<file path="src/wsd_pkg.sv">
// ----------------------------------------------------------------------------
// wsd_pkg
// Shared types and constants for the work-stealing deque.
// ----------------------------------------------------------------------------
package wsd_pkg;

    // default geometry
    localparam int unsigned SLOT_BITS_DEF  = 10;
    localparam int unsigned ITEM_WIDTH_DEF = 64;

    // fixed field widths on the stream ports
    localparam int unsigned WORD_W  = 64;
    localparam int unsigned OP_W    = 2;
    localparam int unsigned OCC_W   = 11;
    localparam int unsigned S_DATA_W = 64;
    localparam int unsigned M_DATA_W = 80;   // 64 + 11, padded to whole bytes
    localparam int unsigned M_USER_W = 2;

    // operation codes
    localparam logic [OP_W-1:0] OP_PUSH  = 2'd0;
    localparam logic [OP_W-1:0] OP_POP   = 2'd1;
    localparam logic [OP_W-1:0] OP_STEAL = 2'd2;

    // per-operation status handed from index control to the datapath
    typedef struct packed {
        logic write;     // store the pushed word
        logic take;      // a word is read out (pop or steal hit)
        logic overflow;  // push dropped, deque full
    } wsd_flags_t;

endpackage

</file>
<file path="src/wsd_ctrl.sv">
// ----------------------------------------------------------------------------
// wsd_ctrl
// Top and bottom index registers; decodes one operation into a store access.
// ----------------------------------------------------------------------------
module wsd_ctrl #(
    parameter int unsigned SLOT_BITS = 10
) (
    input  logic                            aclk,
    input  logic                            aresetn,
    input  logic                            op_accept,
    input  logic [wsd_pkg::OP_W-1:0]        op,
    output logic [SLOT_BITS-1:0]            addr,
    output wsd_pkg::wsd_flags_t             flags,
    output logic [SLOT_BITS:0]              count_next
);
    import wsd_pkg::*;

    localparam int unsigned IDX_W = SLOT_BITS + 1;

    logic [IDX_W-1:0] top_reg, top_next;
    logic [IDX_W-1:0] bottom_reg, bottom_next;
    logic [IDX_W-1:0] count;
    logic [IDX_W-1:0] bottom_dec;
    logic [IDX_W-1:0] top_inc;
    logic             full;
    logic             empty;

    assign count      = bottom_reg - top_reg;
    assign full       = count[SLOT_BITS];
    assign empty      = (count == '0);
    assign bottom_dec = bottom_reg - IDX_W'(1);
    assign top_inc    = top_reg + IDX_W'(1);

    always_comb begin
        top_next    = top_reg;
        bottom_next = bottom_reg;
        addr        = bottom_reg[SLOT_BITS-1:0];
        flags       = '0;
        unique case (op)
            OP_PUSH: begin
                if (full) begin
                    flags.overflow = 1'b1;
                end else begin
                    flags.write = 1'b1;
                    bottom_next = bottom_reg + IDX_W'(1);
                end
            end
            OP_POP: begin
                addr = bottom_dec[SLOT_BITS-1:0];
                if (!empty) begin
                    flags.take = 1'b1;
                    // last word: both ends settle one past the old top
                    if (count == IDX_W'(1)) begin
                        top_next    = top_inc;
                        bottom_next = top_inc;
                    end else begin
                        bottom_next = bottom_dec;
                    end
                end
            end
            OP_STEAL: begin
                addr = top_reg[SLOT_BITS-1:0];
                if (!empty) begin
                    flags.take = 1'b1;
                    top_next   = top_inc;
                end
            end
            default: begin
            end
        endcase
    end

    assign count_next = bottom_next - top_next;

    always_ff @(posedge aclk) begin
        if (!aresetn) begin
            top_reg    <= '0;
            bottom_reg <= '0;
        end else if (op_accept) begin
            top_reg    <= top_next;
            bottom_reg <= bottom_next;
        end
    end

endmodule

</file>
<file path="config.mk">
export PLATFORM = sky130hd
export DESIGN_NAME = wsd_ctrl
export DESIGN_NICKNAME = d
export VERILOG_FILES = /design/src/wsd_pkg.sv /design/src/wsd_ctrl.sv
export SDC_FILE = /design/constraint.sdc
export NUM_CORES = 1
export LEC_CHECK = 0
export BUFFER_PORTS_ARGS = -buffer_cell sky130_fd_sc_hd__buf_2
export CAP_MARGIN = 0
export CORE_AREA = 2 2 73 92
export CTS_CLUSTER_DIAMETER = 60
export DETAILED_ROUTE_END_ITERATION = 6
export DIE_AREA = 0 0 75 94
export PLACE_DENSITY_LB_ADDON = 0.2
export SLEW_MARGIN = 15
export SYNTH_ARGS = -nofsm -noshare
export SYNTH_HDL_FRONTEND = slang
export SYNTH_SLANG_ARGS = --single-unit
</file>
<file path="constraint.sdc">
create_clock -name aclk -period 9.3 [get_ports aclk]
set_input_delay 1.86 -clock aclk [delete_from_list [all_inputs] [get_ports aclk]]
set_output_delay 1.86 -clock aclk [all_outputs]
set_load 0.005 [all_outputs]
</file>
==> flow_summary_export.csv, run 1 <==
group,metric,value,unit
run_status,run_status,"complete, no violations",
clock_network,cts.repair.resized,0,
synthesis,ys_async_sr_fraction,0,%
setup_path,timing.critical_path.from,"bottom_reg[0]",
synthesis,synth_edf_count,0,
detailed_routing,wl,11.5,mm
final_layout,drive_gt1_share,12.0,%
die,die_x,75,um
global_route,grt_pass1_wl,18.7,mm
detailed_routing,via_per_inst,6.88,
power_and_ir_drop,p_sw,0.000193,W
clock_network,post-cts-setup-buffer-count,0,
synthesis,synth-adder-area-share,10.2,%
die,start_util,58.6,%
synthesis,ys_ff_latch,22,
timing,maxSlewViolCount,0,
synthesis,yosys_most_used_dff,"dfxtp_1",
synthesis,yosysMostFrequentCell,"o21ai_0",
clock_network,clock_latency,0.28,ns
final_layout,synthToLayoutAreaGrowth,5.29,%
final_layout,num_antenna_cells,0,
setup_path,cp-end-kind,"output port",
synthesis,avgSynthCellArea,7.09,um^2
clock_network,cts_root_buffer,"clkbuf_8",
setup_path,crit_arrival,6.46,ns
detailed_routing,wire_per_inst,19.5,um
timing,max_freq,0.120,GHz
final_layout,num-fill-cells,587,
synthesis,yosys_warnings,0,
clock_network,cts_tree,"yes",
synthesis,synthMuxAreaShare,0.279,%
die,die_area,7050,um^2
global_route,grt.total_usage,33.7,%
setup_path,crit_required,7.44,ns
die,boundaryPins,29,
place,gp_congestion,0.920,
power_and_ir_drop,internal-power,0.000234,W
synthesis,syn_nets,540,
timing,worstMarginPinSlew,0.769,ns
power_and_ir_drop,p_leak,1.40,nW
final_layout,multiInputGateArea,2850,um^2
synthesis,synth.largest_area_cell,"dfxtp_1",
place,dpl.hpwl,8.47,mm
synthesis,yosysSeqAreaShare,12.3,%
synthesis,synth-xor-area-share,7.84,%
clock_network,cts_sinks,22,
setup_path,rrSetupSlack,4.99,ns
power_and_ir_drop,switching_share,45.2,%
timing,finalHoldViolations,0,
timing,rsz0062_at_grt,"no",
final_layout,postLayoutCoreUtil,61.7,%
global_route,grt-ovfl-total,0,
synthesis,synth_common_cells,"55 x o21ai_0, 38 x a21oi_1, 31 x nand2_1",
die,die_y,94,um
synthesis,synth_top_area_share,12.3,%
detailed_routing,vias,4075,
final_layout,ff_latch_area,440,um^2
clock_network,cts_max_path_buffers,2,
setup_path,reg2reg_depth,13,
setup_path,crit_path_top_delay_cell,"dfxtp_1",
synthesis,postSynthCellCount,507,
timing,fin_skew,0.00947,ns
timing,period_share,89.5,%
setup_path,setup.worst_path.start_class,"register",
global_route,grt_pass1_vias,3833,
timing,finalSetupViolations,0,
setup_path,r2r-start,"bottom_reg[0]",
global_route,grt_max_degree,28,
clock_network,h-tree-depth,1,
detailed_routing,drt_iter0_drc,472,
clock_network,path_clk_slew,0.10,ns
clock_network,ctsHoldBuffers,0,
detailed_routing,first_pass_iters,6,
global_route,antenna_found_initial,0,
detailed_routing,drc,0,
setup_path,worstPathMaxFanout,18,
setup_path,worstSetupPathType,"reg2out",
final_layout,nNetsFinal,541,
place,port_buffers,28,
detailed_routing,antenna_left,0,
die,rows,32,
die,core_area,6130,um^2
setup_path,cpPeakStageDelay,0.50,ns
synthesis,netlist_top_cells_area,"dfxtp_1 12%, ha_1 9.1%, o21ai_0 7.7%",
worst_hold_path,min_path_type,"reg2reg",
power_and_ir_drop,p_comb_share,56.1,%
power_and_ir_drop,seq_power_share,25.5,%
setup_path,worst_path_most_repeated_cell,"a21o_1",
power_and_ir_drop,p_per_area,113,nW/um^2
timing,setup_tns,0,ns
timing,slew_headroom,48.3,%
setup_path,r2r_end,"bottom_reg[7]",
power_and_ir_drop,irDropWorstVdd,0.0882,mV
run,maxCapViolCount,0,
setup_path,cp-endpoint,"count_next[10]",
clock_network,cts_buffers,3,
synthesis,synthSimpleGateAreaFrac,21.0,%
power_and_ir_drop,p_clk_share,18.3,%
timing,layout_min_cycle_time,8.32,ns
synthesis,synth_compound_area_share,40.1,%
synthesis,synth_cell_types,82,
synthesis,syn_area,3590,um^2
synthesis,synth_top_family_by_area,"compound AO/OA/AOI/OAI gates",
cells by family after synthesis:
| kind of cell | count (synthesis) |
|---|---|
| fa+ha+maj | 28 |
| buf+inv | 75 |
| simple gates | 143 |
| xor+xnor | 30 |
| mux | 1 |
| flops | 22 |
| compound gates | 208 |
layout make-up:
| type | instances | share of cell area (%) |
|---|---|---|
| Multi-Input combinational cell | 410 | 75.4 |
| Sequential cell | 22 | 11.6 |
| Timing Repair Buffer | 35 | 5.09 |
| Inverter | 36 | 3.57 |
| Tap cell | 85 | 2.81 |
| Clock buffer | 4 | 1.46 |
how the worst min path moves through the flow:
stage                           from         end  slack (ns)  cells past startpoint
after CTS                 top_reg[6]  top_reg[6]        0.53                      2
after global placement    top_reg[6]  top_reg[6]        0.50                      2
final                     top_reg[6]  top_reg[6]        0.53                      2
after global routing      top_reg[6]  top_reg[6]        0.57                      2
after floorplan           top_reg[6]  top_reg[6]        0.48                      2
after detailed placement  top_reg[6]  top_reg[6]        0.51                      2
cell usage in the layout (no fill, tap or decap), types with 5 or more instances in the layout:
cell type / n
or3_1: 9
nor4_1: 7
o21a_1: 9
a32o_1: 5
o31ai_1: 10
xor2_1: 7
buf_2: 28
a31oi_1: 8
o21ai_0: 55
inv_1: 30
nand2_1: 31
ha_1: 26
dfxtp_1: 22
nor2b_1: 6
a21oi_1: 38
a21o_1: 8
buf_4: 7
xnor2_1: 22
nand3_1: 11
clkinv_1: 6
a211oi_1: 9
nor2_1: 29
nor3_1: 24
through the flow:
step / hold slack, ns / instance area (um^2) / total power (W) / worst slack (ns) / cells
after floorplan: 0.480 / 3590 / 0.000280 / 2.30 / 507
after global placement: 0.499 / 3730 / 0.000342 / 1.55 / 588
after detailed placement: 0.508 / 3730 / 0.000345 / 1.43 / 588
after CTS: 0.525 / 3780 / 0.000420 / 1.08 / 592
after global routing: 0.570 / 3780 / 0.000452 / 0.543 / 592
final: 0.533 / 3780 / 0.000426 / 0.977 / 592
layer usage:
metal,wire [um],GRT usage [%],share of wire [%]
met5,0,0,0
met4,149,9.67,1.3
met3,1170,4.40,10
met2,5550,54.8,48
met1,4660,45.7,40
worst max-delay path: cells and delay by family (launching register included):
| kind | cells | cell delay, ns |
|---|---|---|
| adder cells (fa/ha/maj) | 3 | 0.95 |
| XOR/XNOR | 2 | 0.43 |
| flip-flops | 1 | 0.50 |
| AO/OA/AOI/OAI | 11 | 2.44 |
| AND/OR/NAND/NOR | 7 | 1.58 |
| buffers and inverters | 2 | 0.27 |
power groups by stage:
stage | sequential [W] | combinational (W) | clock [W]
CTS | 0.000108 | 0.000236 | 0.0000761
floorplan | 0.000104 | 0.000176 | 0
detailed placement | 0.000110 | 0.000234 | 0
finish | 0.000109 | 0.000239 | 0.0000781
global route | 0.000110 | 0.000262 | 0.0000795
global placement | 0.000110 | 0.000231 | 0
Note: power is estimated with default switching activity, not from simulation.
==> run 2: changes to the inputs <==
Settings changed: BUFFER_PORTS_ARGS -buffer_cell sky130_fd_sc_hd__buf_2 to default, DONT_BUFFER_PORTS from default to 1.
==> run 2 against run 1 <==
Wire length decreased by 4.0%. Via count fell by 3.5%. Clock-buffer cell count shrank 1. The flow now finishes with violations (design-rule violations). Sequential power about the same.
==> flow_summary_export.csv, run 2 (same netlist as run 1, synthesis figures left out) <==
group,metric,value,unit
setup_path,cp-end-kind,"output port",
timing,finalSetupViolations,0,
setup_path,reg2reg_depth,13,
die,boundaryPins,29,
timing,slew_headroom,37.4,%
global_route,grt_pass1_vias,3518,
global_route,grt_max_degree,28,
die,rows,32,
detailed_routing,via_per_inst,7.00,
power_and_ir_drop,p_per_area,108,nW/um^2
global_route,grt.total_usage,31.7,%
clock_network,cts_root_buffer,"clkbuf_8",
clock_network,clock_latency,0.28,ns
setup_path,r2r-start,"bottom_reg[0]",
die,core_area,6130,um^2
clock_network,post-cts-setup-buffer-count,0,
place,port_buffers,0,
final_layout,layout_common_cells,"55 x o21ai_0, 38 x a21oi_1, 31 x nand2_1",
die,start_util,58.6,%
detailed_routing,vias,3934,
final_layout,layout_commonest_cell,"o21ai_0",
run_status,run_status,"complete, but fails checks",
detailed_routing,drc,1,
final_layout,synthToLayoutAreaGrowth,0.801,%
die,die_x,75,um
timing,maxSlewViolCount,0,
timing,period_share,88.3,%
setup_path,worstSetupPathType,"reg2out",
detailed_routing,first_pass_iters,7,
global_route,antenna_found_initial,0,
clock_network,cts.repair.resized,0,
run_status,violations,"design-rule violations",
setup_path,rrSetupSlack,5.04,ns
timing,max_freq,0.122,GHz
timing,rsz0062_at_grt,"no",
detailed_routing,highest_layer,"met4",
setup_path,crit_arrival,6.36,ns
setup_path,r2r_end,"bottom_reg[7]",
setup_path,timing.critical_path.from,"bottom_reg[0]",
timing,finalHoldViolations,0,
die,die_y,94,um
detailed_routing,antenna_left,0,
place,dp_slack,1.47,ns
detailed_routing,wl_met1,4.56,mm
run,maxCapViolCount,0,
detailed_routing,wire_per_inst,19.7,um
place,dpl.hpwl,8.20,mm
detailed_routing,wl,11.1,mm
clock_network,h-tree-depth,1,
place,dpl-instance-area,3580,um^2
place,gp_congestion,0.948,
setup_path,crit_required,7.44,ns
final_layout,num_antenna_cells,0,
timing,fin_hold_ws,0.552,ns
timing,fin_skew,0.00535,ns
power_and_ir_drop,p_leak,1.27,nW
worst_hold_path,min_path_cells,2,
die,die_area,7050,um^2
global_route,grt-ovfl-total,0,
detailed_routing,drt_iter0_drc,512,
timing,layout_min_cycle_time,8.22,ns
clock_network,cts_sinks,22,
timing,worstMarginPinSlew,0.939,ns
clock_network,cts_buffers,3,
clock_network,cts_tree,"yes",
clock_network,path_clk_slew,0.10,ns
timing,worst_slack,1.08,ns
final_layout,drive_gt1_share,6.50,%
timing,setup_tns,0,ns
detailed_routing,met3WireLength,990,um
power_and_ir_drop,power.total,0.000392,W
clock_network,ctsHoldBuffers,0,
setup_path,worstPathMaxFanout,14,
power_and_ir_drop,irDropWorstVdd,0.0619,mV
worst_hold_path,min_path_type,"reg2reg",
global_route,grt_pass1_wl,17.6,mm
setup_path,cp-endpoint,"count_next[10]",
final_layout,nNetsFinal,512,
final_layout,final_area,3620,um^2
detailed_routing,dr_wl_met2,5.17,mm
setup_path,setup.worst_path.start_class,"register",
clock_network,cts_max_path_buffers,2,
-- run 2: power by group --
| group | leakage [nW] | internal [W] | switching, W |
|---|---|---|---|
| Sequential | 0.180 | 0.0000983 | 0.0000105 |
| Clock | 0.0216 | 0.0000292 | 0.0000396 |
| Combinational | 1.06 | 0.0000811 | 0.000133 |
-- run 2: metrics by stage --
stage / utilization [%] / instances
floorplan: - / 507
global placement: 58.4 / 559
detailed placement: 58.4 / 559
CTS: 59.1 / 562
global route: 59.1 / 562
finish: 59.1 / 562
-- run 2: how the worst min path moves through the flow --
stage               start  slack [ns]    endpoint
2_1_floorplan  top_reg[6]        0.48  top_reg[6]
3_3_place_gp   top_reg[6]        0.51  top_reg[6]
4_1_cts        top_reg[6]        0.54  top_reg[6]
3_5_place_dp   top_reg[6]        0.53  top_reg[6]
5_1_grt        top_reg[6]        0.57  top_reg[6]
6_report       top_reg[6]        0.55  top_reg[6]
-- run 2: layout make-up --
cell class | count | area, um^2
fillers | 615 | 2500
multi-input cells | 410 | 2850
repair buffers | 6 | 45.0
clock buffers | 3 | 41.3
flip-flops and latches | 22 | 440
well taps | 85 | 106
inverters | 36 | 135
-- run 2: layer usage --
metal  global-route usage [%]  vias up
met2                     50.3      214
li1                         -     1851
met3                     5.04       36
met4                     12.1        0
met5                        0        -
met1                     42.5     1833
-- run 2: critical path, cell delays in order, from the launching register on --
cell and delay, ns:
dfxtp_1 0.50, inv_1 0.14, ha_1 0.26, fa_1 0.41, xor2_1 0.24, o2111a_1 0.23, and3_1 0.15, o221ai_1 0.12
a2111o_1 0.54, or2_0 0.58, a21oi_1 0.27, nor2_1 0.05, a311oi_1 0.41, ha_1 0.28, fa_1 0.22, nor2b_1 0.05
o21ai_0 0.13, nand2b_1 0.10, a21o_1 0.19, a21o_1 0.19, a21o_1 0.18, a21oi_1 0.23, o21ai_0 0.18, xor2_1 0.24
xnor2_1 0.17
==> run 3: changes to the inputs <==
Settings changed: PLACE_DENSITY from default to 0.84, PLACE_DENSITY_LB_ADDON 0.2 to default.
Clock period 9.3 ns to 7.75 ns, I/O delays scaled along.
==> run 3 against run 2 <==
The flow now finishes without violations. Via count is 4.0% higher. Global-route usage increased by 1.7 points. Combinational power is 25% higher. Hold slack got worse by 0.033 ns. Clock-buffer cell count stayed put. First-iteration DRC count is 19% higher. Final cell count increased by 2.3%. Die area did not move. Wire length is 5.2% higher. Largest power group unchanged.
==> flow_summary_export.csv, run 3 (same netlist as run 1, synthesis figures left out) <==
group,metric,value,unit
timing,max_freq,0.134,GHz
power_and_ir_drop,p_per_area,128,nW/um^2
timing,worstMarginPinSlew,0.829,ns
timing,layout_min_cycle_time,7.45,ns
final_layout,synthToLayoutAreaGrowth,3.87,%
timing,fin_skew,0.00390,ns
final_layout,num_antenna_cells,0,
global_route,grt_max_degree,28,
clock_network,clock_latency,0.28,ns
detailed_routing,drc,0,
die,die_y,94,um
die,boundaryPins,29,
timing,slew_headroom,44.2,%
die,die_x,75,um
final_layout,nNetsFinal,525,
timing,rsz0062_at_grt,"no",
place,gp_congestion,0.952,
die,start_util,58.6,%
final_layout,multiInputGateArea,2860,um^2
clock_network,cts_root_buffer,"clkbuf_8",
place,dpl.hpwl,8.57,mm
clock_network,cts_max_path_buffers,2,
worst_hold_path,min_path_type,"reg2reg",
die,rows,32,
clock_network,cts_sinks,22,
setup_path,crit_arrival,5.90,ns
setup_path,worstPathMaxFanout,19,
clock_network,path_clk_slew,0.10,ns
setup_path,crit_required,6.20,ns
setup_path,cp-end-kind,"output port",
clock_network,h-tree-depth,1,
run,maxCapViolCount,0,
clock_network,cts_buffers,3,
global_route,grt_pass1_wl,18.4,mm
final_layout,layout_commonest_cell,"o21ai_0",
setup_path,rrSetupSlack,3.85,ns
timing,maxSlewViolCount,0,
power_and_ir_drop,power.total,0.000477,W
global_route,grt-ovfl-total,0,
global_route,grt.total_usage,33.4,%
timing,setup_tns,0,ns
final_layout,num-fill-cells,591,
setup_path,worstSetupPathType,"reg2out",
global_route,grt_pass1_vias,3718,
run_status,run_status,"complete, no violations",
timing,finalHoldViolations,0,
die,core_area,6130,um^2
clock_network,ctsHoldBuffers,0,
detailed_routing,wire_per_inst,20.3,um
setup_path,setup.worst_path.start_class,"register",
timing,period_share,96.1,%
final_layout,drive_gt1_share,9.59,%
detailed_routing,vias,4092,
detailed_routing,drt_iter0_drc,611,
detailed_routing,via_per_inst,7.12,
detailed_routing,first_pass_iters,6,
global_route,antenna_found_initial,0,
die,die_area,7050,um^2
power_and_ir_drop,irDropWorstVdd,0.0792,mV
power_and_ir_drop,p_leak,1.33,nW
final_layout,ff_latch_area,442,um^2
detailed_routing,wl,11.7,mm
final_layout,layout_common_cells,"54 x o21ai_0, 38 x a21oi_1, 31 x nand2_1",
place,port_buffers,0,
detailed_routing,antenna_left,0,
clock_network,cts_tree,"yes",
timing,finalSetupViolations,0,
==> run 3: cell count changes in the layout (fill, tap and decap cells not counted), sizes merged <==
| cell | previous run | this run |
|---|---|---|
| buf | 6 | 19 |
==> run 3: timing repair <==
item,CTS,global route
buffers inserted,0,3
endpoints found under the setup margin,0,2
resized for setup,0,4
==> run 3: worst paths after layout <==
kind,startpoint,end,cells past startpoint
max,top_reg[3],count_next[10],23
min,top_reg[6],top_reg[6],2
max reg2reg,top_reg[3],bottom_reg[10],12
min reg2reg,top_reg[6],top_reg[6],2
==> run 3: per-layer routing <==
metal	track usage [%]	share of wire (%)
met1	45.4	40
met2	51.3	45
met3	4.94	11
met4	14.9	3.9
met5	0	0
==> run 3: per-stage QoR <==
stage	util, %	cell area [um^2]	hold slack (ns)	instances	setup WS, ns
finish	60.9	3730	0.519	575	0.301
detailed placement	59.7	3650	0.505	569	0.430
floorplan	-	3590	0.480	507	1.06
CTS	60.3	3700	0.517	572	0.105
global placement	59.7	3650	0.497	569	0.615
global route	60.9	3730	0.564	575	0.0222
==> run 3: cell type report <==
class / count / share of cell area (%)
Clock buffer: 3 / 1.11
Inverter: 36 / 3.62
Multi-Input combinational cell: 410 / 76.8
Sequential cell: 22 / 11.8
Tap cell: 85 / 2.85
Timing Repair Buffer: 19 / 3.82
==> run 3: critical path, cell delays in order, from the launching register on <==
cell and delay, ns:
dfxtp_1 0.42, clkinv_1 0.27, ha_1 0.34, or2_1 0.27, o21ai_2 0.18, a21oi_2 0.12
a221oi_4 0.41, xor2_4 0.47, or3_4 0.30, nand3_4 0.14, or3_1 0.35, nand3_1 0.12
nor2_1 0.06, ha_1 0.33, nor2b_1 0.14, o21ai_0 0.17, nand2b_1 0.12, a21o_1 0.20
a21o_1 0.20, a21o_1 0.17, a21oi_1 0.22, o21ai_0 0.16, xor2_1 0.28, xnor2_1 0.17
==> run 3: where the power goes <==
| part | total [W] | internal (W) | switching, W |
|---|---|---|---|
| registers | 0.000128 | 0.000118 | 0.0000100 |
| logic | 0.000267 | 0.000102 | 0.000166 |
| clock network | 0.0000817 | 0.0000350 | 0.0000467 |
